==> src/hw/rtl/two_stage_soil_evaporation_unit_assert.svh <==
// ---------------------------------------------------------------------------
// Assertion macros for the two-stage soil evaporation unit
// Implication and next-cycle checks on clk with synchronous rst_n.
// ---------------------------------------------------------------------------
`ifndef TWO_STAGE_SOIL_EVAPORATION_UNIT_ASSERT_SVH
`define TWO_STAGE_SOIL_EVAPORATION_UNIT_ASSERT_SVH

`ifndef NO_ASSERTIONS
`define TSE_ASSERT_IMP(lbl, ante, cons, msg) \
  lbl: assert property (@(posedge clk) disable iff (!rst_n) (ante) |-> (cons)) \
    else $error(msg);
`define TSE_ASSERT_NXT(lbl, ante, cons, msg) \
  lbl: assert property (@(posedge clk) disable iff (!rst_n) (ante) |=> (cons)) \
    else $error(msg);
`else
`define TSE_ASSERT_IMP(lbl, ante, cons, msg)
`define TSE_ASSERT_NXT(lbl, ante, cons, msg)
`endif

`endif

==> src/hw/rtl/tse_pkg.sv <==
// ---------------------------------------------------------------------------
// tse_pkg
// Shared types and constants of the two-stage soil evaporation unit.
// ---------------------------------------------------------------------------
package tse_pkg;

  localparam int unsigned DATA_W = 31;
  localparam int unsigned REG_W  = 2;
  localparam int unsigned STEPS  = 24;   // bits handled by each serial unit
  localparam int unsigned CNT_W  = 5;

  localparam logic [DATA_W-1:0] TIME_MAX    = 31'h7FFF_FFFF;
  localparam logic [DATA_W-1:0] Q_ONE       = 31'd65536;
  localparam logic [15:0]       Q_POINT_SIX = 16'd39322;
  localparam logic [DATA_W-1:0] LIMIT_RESET = 31'd393216;
  localparam logic [DATA_W-1:0] COEFF_RESET = 31'd229376;

  localparam logic [REG_W-1:0] REG_STAGE1_LIMIT = 2'd0;
  localparam logic [REG_W-1:0] REG_STAGE2_COEFF = 2'd1;

  typedef struct packed {
    logic [DATA_W-1:0] infiltration;
    logic [DATA_W-1:0] potential_evap;
    logic [DATA_W-1:0] evap_cap;
  } in_t;

  typedef struct packed {
    logic [DATA_W-1:0] actual_evap;
    logic              second_stage;
  } out_t;

  typedef struct packed {
    logic busy;
    logic done;
  } unit_stat_t;

endpackage

==> src/hw/rtl/two_stage_soil_evaporation_unit.sv <==
// ---------------------------------------------------------------------------
// two_stage_soil_evaporation_unit
// Daily two-stage bare-soil evaporation in signed Q16.16 fixed point.
// ---------------------------------------------------------------------------
// Each input transaction is one day (infiltration, potential evaporation,
// evaporable-water cap); each gives exactly one output transaction with the
// clamped actual evaporation and a flag that is set when stage one was
// already exhausted. The unit keeps the cumulative stage-one and stage-two
// totals and the stage-two time, all cleared by reset; the stage-one limit
// and stage-two coefficient are written through the cfg_ port (index 0 and
// 1, other indexes ignored); the user must write them only while the unit
// is idle, which the unit itself does not enforce. One day is worked at a
// time: after a result is ready the unit passes through its done state back
// to idle before the next day is accepted. The work is done by three
// bit-serial units: a divider and a multiplier that turn the stage-two total
// back into time ((total/coeff)^2), and a square root followed by the
// multiplier for the stage-two bound coeff*sqrt(t+1). A day with
// infiltration and an open stage one that needs the bound costs the most
// (two time recomputations plus root and bound). Every day with stage one
// still open recomputes the time after the update; the divider and the
// multiplier are skipped only when the stage-two total is so large against
// the coefficient that the time saturates. A dry day handled in stage two
// only runs the root and the bound. A finished result waits in an output
// register, so the next day is accepted while the previous result has not
// yet been taken.
// ---------------------------------------------------------------------------
`include "two_stage_soil_evaporation_unit_assert.svh"

module two_stage_soil_evaporation_unit (
  input  logic                                clk,
  input  logic                                rst_n,
  input  logic                                in_valid,
  output logic                                in_ready,
  input  tse_pkg::in_t                        in_data,
  output logic                                out_valid,
  input  logic                                out_ready,
  output tse_pkg::out_t                       out_data,
  input  logic                                cfg_wen,
  input  logic [tse_pkg::REG_W-1:0]           cfg_index,
  input  logic [tse_pkg::DATA_W-1:0]          cfg_wdata
);

  localparam int unsigned W = tse_pkg::DATA_W;

  typedef enum logic [10:0] {
    ST_IDLE   = 11'b000_0000_0001,
    ST_INF    = 11'b000_0000_0010,
    ST_TCHK   = 11'b000_0000_0100,
    ST_TDIV   = 11'b000_0000_1000,
    ST_TSQR   = 11'b000_0001_0000,
    ST_DECIDE = 11'b000_0010_0000,
    ST_ROOT   = 11'b000_0100_0000,
    ST_BMUL   = 11'b000_1000_0000,
    ST_FMUL   = 11'b001_0000_0000,
    ST_UPDATE = 11'b010_0000_0000,
    ST_DONE   = 11'b100_0000_0000
  } state_t;

  // Saturate a wide signed value to the 32-bit signed range.
  function automatic logic signed [31:0] sat32(input logic signed [41:0] v);
    logic signed [31:0] res;
    if ((v[41:31] == 11'h000) || (v[41:31] == 11'h7FF)) begin
      res = v[31:0];
    end else begin
      res = v[41] ? 32'sh8000_0000 : 32'sh7FFF_FFFF;
    end
    return res;
  endfunction

  state_t state_r, state_nxt;

  logic [W-1:0]        limit_r, coeff_r;
  logic signed [31:0]  s1_r, s2_r;
  logic [W-1:0]        time_r;
  logic [W-1:0]        inf_r, pot_r, cap_r;
  logic                flag_r;
  logic                tail_r;
  logic [W-1:0]        e1_r;
  logic signed [40:0]  e2_r;
  logic [W-1:0]        act_r;
  logic                out_valid_r;
  tse_pkg::out_t       out_data_r;

  // serial units
  tse_pkg::unit_stat_t         div_stat, sqrt_stat, mul_stat;
  logic                        div_start, sqrt_start, mul_start;
  logic [tse_pkg::STEPS-1:0]   div_quot, sqrt_root, mul_b;
  logic [W-1:0]                mul_a;
  logic [55:0]                 mul_prod;

  // combinational datapath
  logic [W-1:0]        coeff_nz;
  logic signed [33:0]  d_raw;
  logic signed [34:0]  s2_m;
  logic signed [32:0]  s1_m;
  logic signed [31:0]  s1_inf, s2_inf;
  logic [31:0]         s2_abs;
  logic                t_ovf;
  logic [W-1:0]        t_sq;
  logic signed [32:0]  room;
  logic                stage1_open;
  logic [W-1:0]        e1_calc;
  logic                cond;
  logic                need_root;
  logic [31:0]         time_inc;
  logic [W-1:0]        time_stepped;
  logic [38:0]         bound;
  logic signed [40:0]  bound_diff, pot_left, e2_bound;
  logic signed [40:0]  lim, e2f;
  logic signed [41:0]  s1_sum, s2_sum, act_sum;
  logic [W-1:0]        act_lo, act_fin;
  logic                out_free;

  assign coeff_nz = (coeff_r == '0) ? W'(1) : coeff_r;

  // Infiltration: lower both totals, never below zero.
  assign d_raw  = $signed({3'b000, inf_r}) - $signed({{2{s1_r[31]}}, s1_r});
  assign s2_m   = $signed({{3{s2_r[31]}}, s2_r}) - (d_raw[33] ? 35'sd0 : {d_raw[33], d_raw});
  assign s2_inf = s2_m[34] ? 32'sd0 : s2_m[31:0];
  assign s1_m   = $signed({s1_r[31], s1_r}) - $signed({2'b00, inf_r});
  assign s1_inf = s1_m[32] ? 32'sd0 : s1_m[31:0];

  // Time from total: screen quotients of 2^24 and up before dividing.
  assign s2_abs = s2_r[31] ? (~s2_r + 32'd1) : s2_r;
  assign t_ovf  = {7'd0, s2_abs} >= {coeff_nz, 8'd0};
  assign t_sq   = mul_prod[47] ? tse_pkg::TIME_MAX : mul_prod[46:16];

  // Stage-one decision.
  assign room        = $signed({2'b00, limit_r}) - $signed({s1_r[31], s1_r});
  assign stage1_open = room > 33'sd0;
  assign e1_calc     = !stage1_open ? '0 :
                       (room > $signed({2'b00, pot_r})) ? pot_r : room[W-1:0];
  assign cond        = (pot_r > e1_calc) && (e1_calc < cap_r);
  assign need_root   = !stage1_open || (cond && (s2_r > 32'sd0));

  // Advance the stage-two time by one day, saturating.
  assign time_inc     = {1'b0, time_r} + {1'b0, tse_pkg::Q_ONE};
  assign time_stepped = time_inc[31] ? tse_pkg::TIME_MAX : time_inc[W-1:0];

  // Stage-two bound minus the current total, against the remaining demand.
  assign bound      = mul_prod[54:16];
  assign bound_diff = $signed({2'b00, bound}) - $signed({{9{s2_r[31]}}, s2_r});
  assign pot_left   = $signed({10'd0, pot_r - e1_r});
  assign e2_bound   = (bound_diff < pot_left) ? bound_diff : pot_left;

  // Final update: clamp stage two to the cap left after stage one.
  assign lim     = $signed({10'd0, cap_r}) - $signed({10'd0, e1_r});
  assign e2f     = (e2_r < lim) ? e2_r : lim;
  assign s1_sum  = $signed({{10{s1_r[31]}}, s1_r}) + $signed({11'd0, e1_r});
  assign s2_sum  = $signed({{10{s2_r[31]}}, s2_r}) + $signed({e2f[40], e2f});
  assign act_sum = $signed({11'd0, e1_r}) + $signed({e2f[40], e2f});
  assign act_lo  = act_sum[41] ? '0 :
                   (act_sum > $signed({11'd0, pot_r})) ? pot_r : act_sum[W-1:0];
  assign act_fin = (act_lo > cap_r) ? cap_r : act_lo;

  assign out_free = !out_valid_r || out_ready;

  // Unit starts and the shared multiplier's operands.
  always_comb begin
    div_start  = (state_r == ST_TCHK) && !t_ovf;
    sqrt_start = (state_r == ST_DECIDE) && need_root;
    mul_start  = 1'b0;
    mul_a      = coeff_nz;
    mul_b      = sqrt_root;
    case (state_r)
      ST_TDIV: begin
        mul_start = div_stat.done;
        mul_a     = W'(div_quot);
        mul_b     = div_quot;
      end
      ST_ROOT: begin
        mul_start = sqrt_stat.done;
      end
      ST_DECIDE: begin
        mul_start = !need_root && cond;
        mul_a     = pot_r - e1_calc;
        mul_b     = tse_pkg::STEPS'(tse_pkg::Q_POINT_SIX);
      end
      default: ;
    endcase
  end

  always_comb begin
    state_nxt = state_r;
    case (state_r)
      ST_IDLE:   if (in_valid) state_nxt = ST_INF;
      ST_INF:    state_nxt = (inf_r != '0) ? ST_TCHK : ST_DECIDE;
      ST_TCHK: begin
        if (!t_ovf) begin
          state_nxt = ST_TDIV;
        end else begin
          state_nxt = tail_r ? ST_DONE : ST_DECIDE;
        end
      end
      ST_TDIV:   if (div_stat.done) state_nxt = ST_TSQR;
      ST_TSQR:   if (mul_stat.done) state_nxt = tail_r ? ST_DONE : ST_DECIDE;
      ST_DECIDE: begin
        if (need_root) begin
          state_nxt = ST_ROOT;
        end else if (cond) begin
          state_nxt = ST_FMUL;
        end else begin
          state_nxt = ST_UPDATE;
        end
      end
      ST_ROOT:   if (sqrt_stat.done) state_nxt = ST_BMUL;
      ST_BMUL:   if (mul_stat.done) state_nxt = ST_UPDATE;
      ST_FMUL:   if (mul_stat.done) state_nxt = ST_UPDATE;
      ST_UPDATE: state_nxt = flag_r ? ST_DONE : ST_TCHK;
      ST_DONE:   if (out_free) state_nxt = ST_IDLE;
      default:   state_nxt = ST_IDLE;
    endcase
  end

  // Control state, configuration and the carried totals.
  always_ff @(posedge clk) begin
    if (!rst_n) begin
      state_r     <= ST_IDLE;
      limit_r     <= tse_pkg::LIMIT_RESET;
      coeff_r     <= tse_pkg::COEFF_RESET;
      s1_r        <= '0;
      s2_r        <= '0;
      time_r      <= '0;
      tail_r      <= 1'b0;
      flag_r      <= 1'b0;
      out_valid_r <= 1'b0;
    end else begin
      state_r <= state_nxt;
      if (cfg_wen) begin
        case (cfg_index)
          tse_pkg::REG_STAGE1_LIMIT: limit_r <= cfg_wdata;
          tse_pkg::REG_STAGE2_COEFF: coeff_r <= cfg_wdata;
          default: ;
        endcase
      end
      if ((state_r == ST_DONE) && out_free) begin
        out_valid_r <= 1'b1;
      end else if (out_ready) begin
        out_valid_r <= 1'b0;
      end
      case (state_r)
        ST_INF: begin
          tail_r <= 1'b0;
          if (inf_r != '0) begin
            s1_r <= s1_inf;
            s2_r <= s2_inf;
          end
        end
        ST_TCHK:   if (t_ovf) time_r <= tse_pkg::TIME_MAX;
        ST_TSQR:   if (mul_stat.done) time_r <= t_sq;
        ST_DECIDE: begin
          flag_r <= !stage1_open;
          if (need_root) time_r <= time_stepped;
        end
        ST_UPDATE: begin
          s2_r   <= sat32(s2_sum);
          tail_r <= 1'b1;
          if (!flag_r) s1_r <= sat32(s1_sum);
        end
        default: ;
      endcase
    end
  end

  // Day payload and working values.
  always_ff @(posedge clk) begin
    if ((state_r == ST_IDLE) && in_valid) begin
      inf_r <= in_data.infiltration;
      pot_r <= in_data.potential_evap;
      cap_r <= in_data.evap_cap;
    end
    case (state_r)
      ST_DECIDE: begin
        e1_r <= e1_calc;
        e2_r <= '0;
      end
      ST_BMUL:   if (mul_stat.done) e2_r <= e2_bound;
      ST_FMUL:   if (mul_stat.done) e2_r <= $signed({10'd0, mul_prod[46:16]});
      ST_UPDATE: act_r <= act_fin;
      ST_DONE: begin
        if (out_free) begin
          out_data_r.actual_evap  <= act_r;
          out_data_r.second_stage <= flag_r;
        end
      end
      default: ;
    endcase
  end

  tse_div u_div (
    .clk   (clk),
    .rst_n (rst_n),
    .start (div_start),
    .num   (s2_abs),
    .den   (coeff_nz),
    .stat  (div_stat),
    .quot  (div_quot)
  );

  tse_sqrt u_sqrt (
    .clk   (clk),
    .rst_n (rst_n),
    .start (sqrt_start),
    .rad   (time_stepped),
    .stat  (sqrt_stat),
    .root  (sqrt_root)
  );

  tse_mul u_mul (
    .clk   (clk),
    .rst_n (rst_n),
    .start (mul_start),
    .a     (mul_a),
    .b     (mul_b),
    .stat  (mul_stat),
    .prod  (mul_prod)
  );

  assign in_ready  = (state_r == ST_IDLE);
  assign out_valid = out_valid_r;
  assign out_data  = out_data_r;

  // One day at a time: ready drops after each accepted transaction.
  `TSE_ASSERT_NXT(a_one_day, in_valid && in_ready, !in_ready, "second day accepted early")
  // The multiplier and the divider are never restarted while busy.
  `TSE_ASSERT_IMP(a_mul_free, mul_start, !mul_stat.busy, "multiplier restarted while busy")
  `TSE_ASSERT_IMP(a_div_free, div_start, !div_stat.busy, "divider restarted while busy")
  // Stage-one total is never negative.
  `TSE_ASSERT_IMP(a_s1_pos, 1'b1, !s1_r[31], "stage-one total went negative")
  // A finished day lands in the output register.
  `TSE_ASSERT_NXT(a_out_load, (state_r == ST_DONE) && out_free, out_valid, "result lost")

endmodule

==> src/hw/rtl/tse_div.sv <==
// ---------------------------------------------------------------------------
// tse_div
// Restoring divider, one quotient bit per cycle: (num << 16) / den, for
// quotients below 2^24 (the caller screens larger ones out).
// ---------------------------------------------------------------------------
module tse_div (
  input  logic                           clk,
  input  logic                           rst_n,
  input  logic                           start,
  input  logic [31:0]                    num,
  input  logic [tse_pkg::DATA_W-1:0]     den,
  output tse_pkg::unit_stat_t            stat,
  output logic [tse_pkg::STEPS-1:0]      quot
);

  logic [tse_pkg::DATA_W-1:0] rem_r;
  logic [tse_pkg::DATA_W-1:0] den_r;
  logic [tse_pkg::STEPS-1:0]  dq_r;
  logic [tse_pkg::CNT_W-1:0]  cnt_r;
  logic                       busy_r;
  logic                       done_r;
  logic [31:0]                trial;
  logic                       ge;

  assign trial = {rem_r, dq_r[tse_pkg::STEPS-1]};
  assign ge    = trial >= {1'b0, den_r};

  always_ff @(posedge clk) begin
    if (!rst_n) begin
      busy_r <= 1'b0;
      done_r <= 1'b0;
      cnt_r  <= '0;
    end else begin
      done_r <= 1'b0;
      if (start) begin
        busy_r <= 1'b1;
        cnt_r  <= '0;
      end else if (busy_r) begin
        cnt_r <= cnt_r + 1'b1;
        if (cnt_r == tse_pkg::CNT_W'(tse_pkg::STEPS - 1)) begin
          busy_r <= 1'b0;
          done_r <= 1'b1;
        end
      end
    end
  end

  always_ff @(posedge clk) begin
    if (start) begin
      den_r <= den;
      rem_r <= {7'd0, num[31:8]};
      dq_r  <= {num[7:0], 16'd0};
    end else if (busy_r) begin
      rem_r <= ge ? tse_pkg::DATA_W'(trial - {1'b0, den_r}) : trial[tse_pkg::DATA_W-1:0];
      dq_r  <= {dq_r[tse_pkg::STEPS-2:0], ge};
    end
  end

  assign stat = '{busy: busy_r, done: done_r};
  assign quot = dq_r;

endmodule

==> src/hw/rtl/tse_sqrt.sv <==
// ---------------------------------------------------------------------------
// tse_sqrt
// Digit-by-digit square root of (t << 16), one root bit per cycle.
// ---------------------------------------------------------------------------
module tse_sqrt (
  input  logic                           clk,
  input  logic                           rst_n,
  input  logic                           start,
  input  logic [tse_pkg::DATA_W-1:0]     rad,
  output tse_pkg::unit_stat_t            stat,
  output logic [tse_pkg::STEPS-1:0]      root
);

  logic [47:0]                rad_r;
  logic [25:0]                rem_r;
  logic [tse_pkg::STEPS-1:0]  root_r;
  logic [tse_pkg::CNT_W-1:0]  cnt_r;
  logic                       busy_r;
  logic                       done_r;
  logic [27:0]                rem2;
  logic [27:0]                trial;
  logic                       ge;

  assign rem2  = {rem_r, rad_r[47:46]};
  assign trial = {2'b00, root_r, 2'b01};
  assign ge    = rem2 >= trial;

  always_ff @(posedge clk) begin
    if (!rst_n) begin
      busy_r <= 1'b0;
      done_r <= 1'b0;
      cnt_r  <= '0;
    end else begin
      done_r <= 1'b0;
      if (start) begin
        busy_r <= 1'b1;
        cnt_r  <= '0;
      end else if (busy_r) begin
        cnt_r <= cnt_r + 1'b1;
        if (cnt_r == tse_pkg::CNT_W'(tse_pkg::STEPS - 1)) begin
          busy_r <= 1'b0;
          done_r <= 1'b1;
        end
      end
    end
  end

  always_ff @(posedge clk) begin
    if (start) begin
      rad_r  <= {1'b0, rad, 16'd0};
      rem_r  <= '0;
      root_r <= '0;
    end else if (busy_r) begin
      rad_r  <= {rad_r[45:0], 2'b00};
      rem_r  <= ge ? 26'(rem2 - trial) : rem2[25:0];
      root_r <= {root_r[tse_pkg::STEPS-2:0], ge};
    end
  end

  assign stat = '{busy: busy_r, done: done_r};
  assign root = root_r;

endmodule

==> src/hw/rtl/tse_mul.sv <==
// ---------------------------------------------------------------------------
// tse_mul
// Shift-and-add multiplier, one multiplier bit per cycle; a 32-bit adder.
// ---------------------------------------------------------------------------
module tse_mul (
  input  logic                           clk,
  input  logic                           rst_n,
  input  logic                           start,
  input  logic [tse_pkg::DATA_W-1:0]     a,
  input  logic [tse_pkg::STEPS-1:0]      b,
  output tse_pkg::unit_stat_t            stat,
  output logic [55:0]                    prod
);

  logic [tse_pkg::DATA_W-1:0] a_r;
  logic [31:0]                hi_r;
  logic [tse_pkg::STEPS-1:0]  lo_r;
  logic [tse_pkg::CNT_W-1:0]  cnt_r;
  logic                       busy_r;
  logic                       done_r;
  logic [32:0]                sum;

  assign sum = {1'b0, hi_r} + (lo_r[0] ? {2'b00, a_r} : 33'd0);

  always_ff @(posedge clk) begin
    if (!rst_n) begin
      busy_r <= 1'b0;
      done_r <= 1'b0;
      cnt_r  <= '0;
    end else begin
      done_r <= 1'b0;
      if (start) begin
        busy_r <= 1'b1;
        cnt_r  <= '0;
      end else if (busy_r) begin
        cnt_r <= cnt_r + 1'b1;
        if (cnt_r == tse_pkg::CNT_W'(tse_pkg::STEPS - 1)) begin
          busy_r <= 1'b0;
          done_r <= 1'b1;
        end
      end
    end
  end

  always_ff @(posedge clk) begin
    if (start) begin
      a_r  <= a;
      hi_r <= '0;
      lo_r <= b;
    end else if (busy_r) begin
      hi_r <= sum[32:1];
      lo_r <= {sum[0], lo_r[tse_pkg::STEPS-1:1]};
    end
  end

  assign stat = '{busy: busy_r, done: done_r};
  assign prod = {hi_r, lo_r};

endmodule

==> config.mk <==
export PLATFORM = sky130hd
export DESIGN_NAME = two_stage_soil_evaporation_unit
export DESIGN_NICKNAME = d
export VERILOG_FILES = /design/src/hw/rtl/tse_pkg.sv /design/src/hw/rtl/two_stage_soil_evaporation_unit.sv /design/src/hw/rtl/tse_div.sv /design/src/hw/rtl/tse_sqrt.sv /design/src/hw/rtl/tse_mul.sv
export VERILOG_INCLUDE_DIRS = /design/src /design/src/hw/rtl
export SDC_FILE = /design/constraint.sdc
export NUM_CORES = 2
export LEC_CHECK = 0
export BUFFER_PORTS_ARGS = -buffer_cell sky130_fd_sc_hd__buf_2
export CORE_MARGIN = 3
export CORE_UTILIZATION = 40
export DETAILED_ROUTE_END_ITERATION = 8
export HOLD_SLACK_MARGIN = 0.1
export PLACE_DENSITY = 0.58
export SLEW_MARGIN = 20
export SYNTH_ARGS = -nofsm -noshare
export SYNTH_HDL_FRONTEND = slang
export SYNTH_HIERARCHICAL = 1
export SYNTH_SLANG_ARGS = --single-unit
==> constraint.sdc <==
create_clock -name clk -period 26.8 [get_ports clk]
set_input_delay 5.36 -clock clk [delete_from_list [all_inputs] [get_ports clk]]
set_output_delay 5.36 -clock clk [all_outputs]
set_load 0.02 [all_outputs]
-- After elaboration in Yosys (flattened, before gate mapping)
Index checks and enable logic that the tools add are counted.
- $add $sub $neg: 19
- multiply operators: 0
- divide/modulo/power cells: 0
- order comparisons: 12
- equality and inequality tests: 29
- shifts and indexed selects: 0
- multiplexer cells: 72
- bitwise logic cells: 5
- reductions and logical operators: 42
- operator list (operator ; number):
    $mux 31 ; 13
    $mux 32 ; 10
    $mux 41 ; 4
    $mux 24 ; 6
    $pmux 32 s2 ; 2
    $pmux 41 s3 ; 1
    $pmux 11 s10 ; 1
    $mux 11 ; 9
    $sub 32x32->33 ; 3
    $mux 47 ; 2
    $pmux 31 s3 ; 1
    $sub 31x31->31 ; 3
    $add 32x41->42 ; 2
    $lt 41x32->1 ; 2
    $gt 31x31->1 ; 2
    $pmux 31 s2 ; 1
    $pmux 24 s2 ; 1
    $gt 42x32->1 ; 1
    $sub 40x32->41 ; 1
    $ge 32x39->1 ; 1
    $sub 32x34->35 ; 1
    $add 32x32->33 ; 1
    $add 32x33->33 ; 1
    $eq 11x11->1 const B ; 3
    other kinds (49) ; 107
- flip-flop bits (word level): 675
- bits in latches: 0
- memory bits (writable): 0
- bits in read-only memories: 0
- input port bits: 131
- logic and storage cells: 217
- memories: 0

-- Logic depth before layout (Yosys ltp)
- depth after elaboration: 12
- depth in mapped cells: 70
- mapped depth without buffers: 65

-- By module
The synthesis kept the hierarchy.
- modules (own cells, without submodules) (module ; instances ; cells each ; area an instance (µm²)):
    two_stage_soil_evaporation_unit ; 1 ; 5278 ; 41934.0
    tse_div ; 1 ; 580 ; 5556.6
    tse_mul ; 1 ; 504 ; 5276.3
    tse_sqrt ; 1 ; 530 ; 5056.1

-- Least setup slack after synthesis
Ideal clock, no wire load.
- path type: reg-to-reg
- start point: register cap_r[0]
- end point: register act_r[0] (data pin)
- setup time: 0.152 ns
- data arrival time: 13.638 ns
- data required time: 26.648 ns
- setup slack: 13.009 ns
- stages on the path, launching flop included: 66
- cell sequence: edfxtp_1 inv_1 ha_1 inv_1 fa_1 a21o_1 a21oi_1 o21bai_1 a21oi_1 o21bai_1 a2111oi_0 nor2_1 a221oi_1 o31ai_1 o41ai_1 o21bai_1 a21oi_1 xor2_1 [30 not listed] buf_2 mux2i_1 nor2_1 ha_1 nor2b_1 o21a_1 o21a_1 o21ai_0 nand2b_1 a21oi_1 nor2b_1 o21ai_0 nand3_1 a221oi_1 a31oi_1 or2_2 clkbuf_1 o21ai_0
- cells in the longest elaborated chain, start to end: 9
- ends and longest elaborated chain (item ; RTL line ; text):
    from (decl) ; two_stage_soil_evaporation_unit.sv:75 ; logic [W-1:0] inf_r, pot_r, cap_r;
    from (signal assigned) ; two_stage_soil_evaporation_unit.sv:270 ; cap_r <= in_data.evap_cap;
    $sub 31x31->32 ; two_stage_soil_evaporation_unit.sv:147 ; assign lim = $signed({10'd0, cap_r}) - $signed({10'd0, e1_r});
    $lt 41x32->1 ; two_stage_soil_evaporation_unit.sv:148 ; assign e2f = (e2_r < lim) ? e2_r : lim;
    $mux 41 ; two_stage_soil_evaporation_unit.sv:148 ;
    $add 32x41->42 ; two_stage_soil_evaporation_unit.sv:151 ; assign act_sum = $signed({11'd0, e1_r}) + $signed({e2f[40], e2f});
    $gt 42x32->1 ; two_stage_soil_evaporation_unit.sv:153 ; (act_sum > $signed({11'd0, pot_r})) ? pot_r : act_sum[W-1:0];
    $mux 31 ; two_stage_soil_evaporation_unit.sv:153 ;
    $mux 31 ; two_stage_soil_evaporation_unit.sv:152 ; assign act_lo = act_sum[41] ? '0 :
    $gt 31x31->1 ; two_stage_soil_evaporation_unit.sv:154 ; assign act_fin = (act_lo > cap_r) ? cap_r : act_lo;
    $mux 31 * ; two_stage_soil_evaporation_unit.sv:154 ;
    via act_fin[0] ; two_stage_soil_evaporation_unit.sv:111 ; logic [W-1:0] act_lo, act_fin;
    to (signal assigned) ; two_stage_soil_evaporation_unit.sv:279 ; ST_UPDATE: act_r <= act_fin;
    to (decl) ; two_stage_soil_evaporation_unit.sv:80 ; logic [W-1:0] act_r;
Mark *: on every way through the listed nets, which the timed path passes. The rest lies on a longest branch.
A chain may end at the register's enable or synchronous reset.

-- Worst setup path in the final report
- start point: register cap_r[0]
- end point: register act_r[23] (data pin)
The elaborated chain is that of the path after synthesis.

==> flow_summary_export.csv <==
group,metric,value,unit
worst_setup_path,crit_type,"register to register",
clock_network,cts_tree,"built",
run_status,status,"finished, final reports clean",
synth,synth_warnings,6,
global_route,grt-ovfl-total,0,
synth,netlist_instances,6889,
floorplanning,die_w,386,µm
finish,drive_above_1_share,0.0860,
global_route,grt_usage,0.284,
clock_network,post_cts_resized,0,
global_route,grt_pass1_vias,49100,
clock_network,cts_max_level,3,
sta,worst_slew_pin_slew,1240,ps
clock_network,cts.clk_slew.worst_paths,60,ps
finish,mostFrequentLayoutCells,"673 x ha_1, 671 x nand2_1, 569 x a21oi_1",
worst_setup_path,r2r_start,"cap_r[0]",
synth,synth_nets,7706,
drt,drc,0,
finish,nNetsFinal,7745,
drt,drt-pass1-iter-count,6,
drt,wl,218000,µm
synth,avgSynthCellArea,8.39,µm²
sta,finalWorstSetupSlack,9790,ps
synth,synth_area,57800,µm²
sta,period_share,0.635,
floorplanning,die_y,386,µm
worst_setup_path,cp-startpoint,"cap_r[0]",
worst_hold_path,hold_depth,0,
worst_setup_path,worst_path_most_repeated_cell,"a21oi_1",
sta,fin_crit,17010,ps
clock_network,cts_root_buf,"clkbuf_16",
floorplanning,die_area,149000,µm²
drt,ant_nets,0,
sta,max_freq,58.8,MHz
worst_setup_path,cp-start-kind,"register",
floorplanning,row_count,138,
worst_setup_path,cpPeakStageDelay,930,ps
clock_network,cts_setup_buffers,0,
drt,dr.first_iter.drc_count,5136,
worst_setup_path,r2r_cells,63,
placed_design,preCtsSetupSlack,10410,ps
drt,via_count,52600,
finish,multi_input_area,37800,µm²
drt,avgRoutedWirePerCell,24.6,µm
finish,antenna_cells,0,
finish,regArea,17300,µm²
clock_network,cts-hold-fix-buffers,0,
sta,slew_headroom,0.163,
clock_network,cts_buffers,84,
worst_hold_path,worstHoldStart,"act_r[30]",
sta,finClkSkew,38.8,ps
worst_setup_path,worstPathMaxFanout,69,
global_route,antenna_found_initial,5,
clock_network,clock_sinks,675,
sta,rsz0062_at_grt,"false",
sta,setup_viol,0,
placed_design,place_hpwl,175000,µm
floorplanning,io_pins,165,
worst_setup_path,worstSetupEndpointType,"register",
floorplanning,core,142000,µm²
worst_setup_path,r2r_slack,9790,ps
pwr,leakagePower,27.1,nW
finish,layout_commonest_cell,"ha_1",
worst_hold_path,hold_end,"out_data[31]",
placed_design,gp_congestion,1.01,
finish,n_fill_cell,14200,
floorplanning,start_util,0.406,
job,drv_cap,0,
worst_hold_path,hold_path.class,"register to register",
sta,hold_viol,0,
worst_setup_path,cpMaxStageDelayCell,"a2111oi_1",
worst_setup_path,worstPathRequired,27310,ps
clock_network,cts_buffer_depth,3,
worst_setup_path,rr_endpoint,"act_r[23]",
pwr,peakVddDrop,47.1,µV
drt,avgViaCountPerCell,5.92,
pwr,power.density,69.6,nW/µm²
sta,final.setup.tns,0,ps
global_route,grt_max_degree,70,
sta,drv_slew,0,
global_route,grt_pass1_wl,319000,µm
clock_network,clk_latency,710,ps
worst_setup_path,arrival,17530,ps
placed_design,io_buffers,164,
finish,area_growth,9.78,%
stage by stage:
stage / hold slack [ps] / total power [mW] / area, µm² / instances / utilization
final: 437 / 4.42 / 63500 / 8887 / 0.445
after global routing: 454 / 4.65 / 63500 / 8887 / 0.445
after CTS: 446 / 4.39 / 63400 / 8886 / 0.445
after detailed placement: 410 / 3.17 / 60500 / 8731 / 0.425
after global placement: 437 / 3.15 / 60500 / 8731 / 0.425
after floorplan: 400 / 2.56 / 57800 / 6889 / -
sequential cells by signal (all words and copies together) (netlist names), 32 cells and up:
signal,cells
e2_r,41
out_data,32
s1_r,32
s2_r,32
u_mul/hi_r,32
u_sqrt/rad_r,32
power by group:
| group | leakage (nW) | internal [mW] | switching (mW) |
|---|---|---|---|
| Combinational | 19.7 | 0.712 | 1.25 |
| Sequential | 5.96 | 1.16 | 0.0865 |
| Clock | 1.43 | 0.707 | 0.500 |
per-layer routing:
layer  part of all wire  wire (µm)  GRT usage  up-vias
met3              0.071      15500     0.0355      417
li1                   -          -          -    25100
met1               0.44      95500      0.390    25100
met2               0.43      93800      0.436     2002
met4              0.062      13500      0.151        2
met5           0.000060         13          0        -
worst max-delay path, delay by kind of cell (launching register included):
kind | cells | cell delay, ps
buf+inv | 4 | 1320
fa+ha+maj | 7 | 2140
mux | 2 | 570
xor+xnor | 1 | 200
simple gates | 16 | 3370
flops | 1 | 430
compound gates | 33 | 8690
area by class of cell:
type                       instances  area share
clock buffer                     110      0.0373
clock inverter                    45     0.00842
inverter                         438      0.0259
multi-input combinational       5484       0.596
sequential                       675       0.273
tap                             1890      0.0373
timing repair buffer             245      0.0226
worst max path at each step:
stage                      to  slack, ps  cells past startpoint
floorplan            act_r[0]      13010                     65
global placement     act_r[3]      10420                     62
detailed placement  act_r[29]      10410                     63
CTS                 act_r[29]      10300                     63
global route        act_r[29]       9040                     62
finish              act_r[23]       9790                     63
Power figures use the tool's default switching activity.
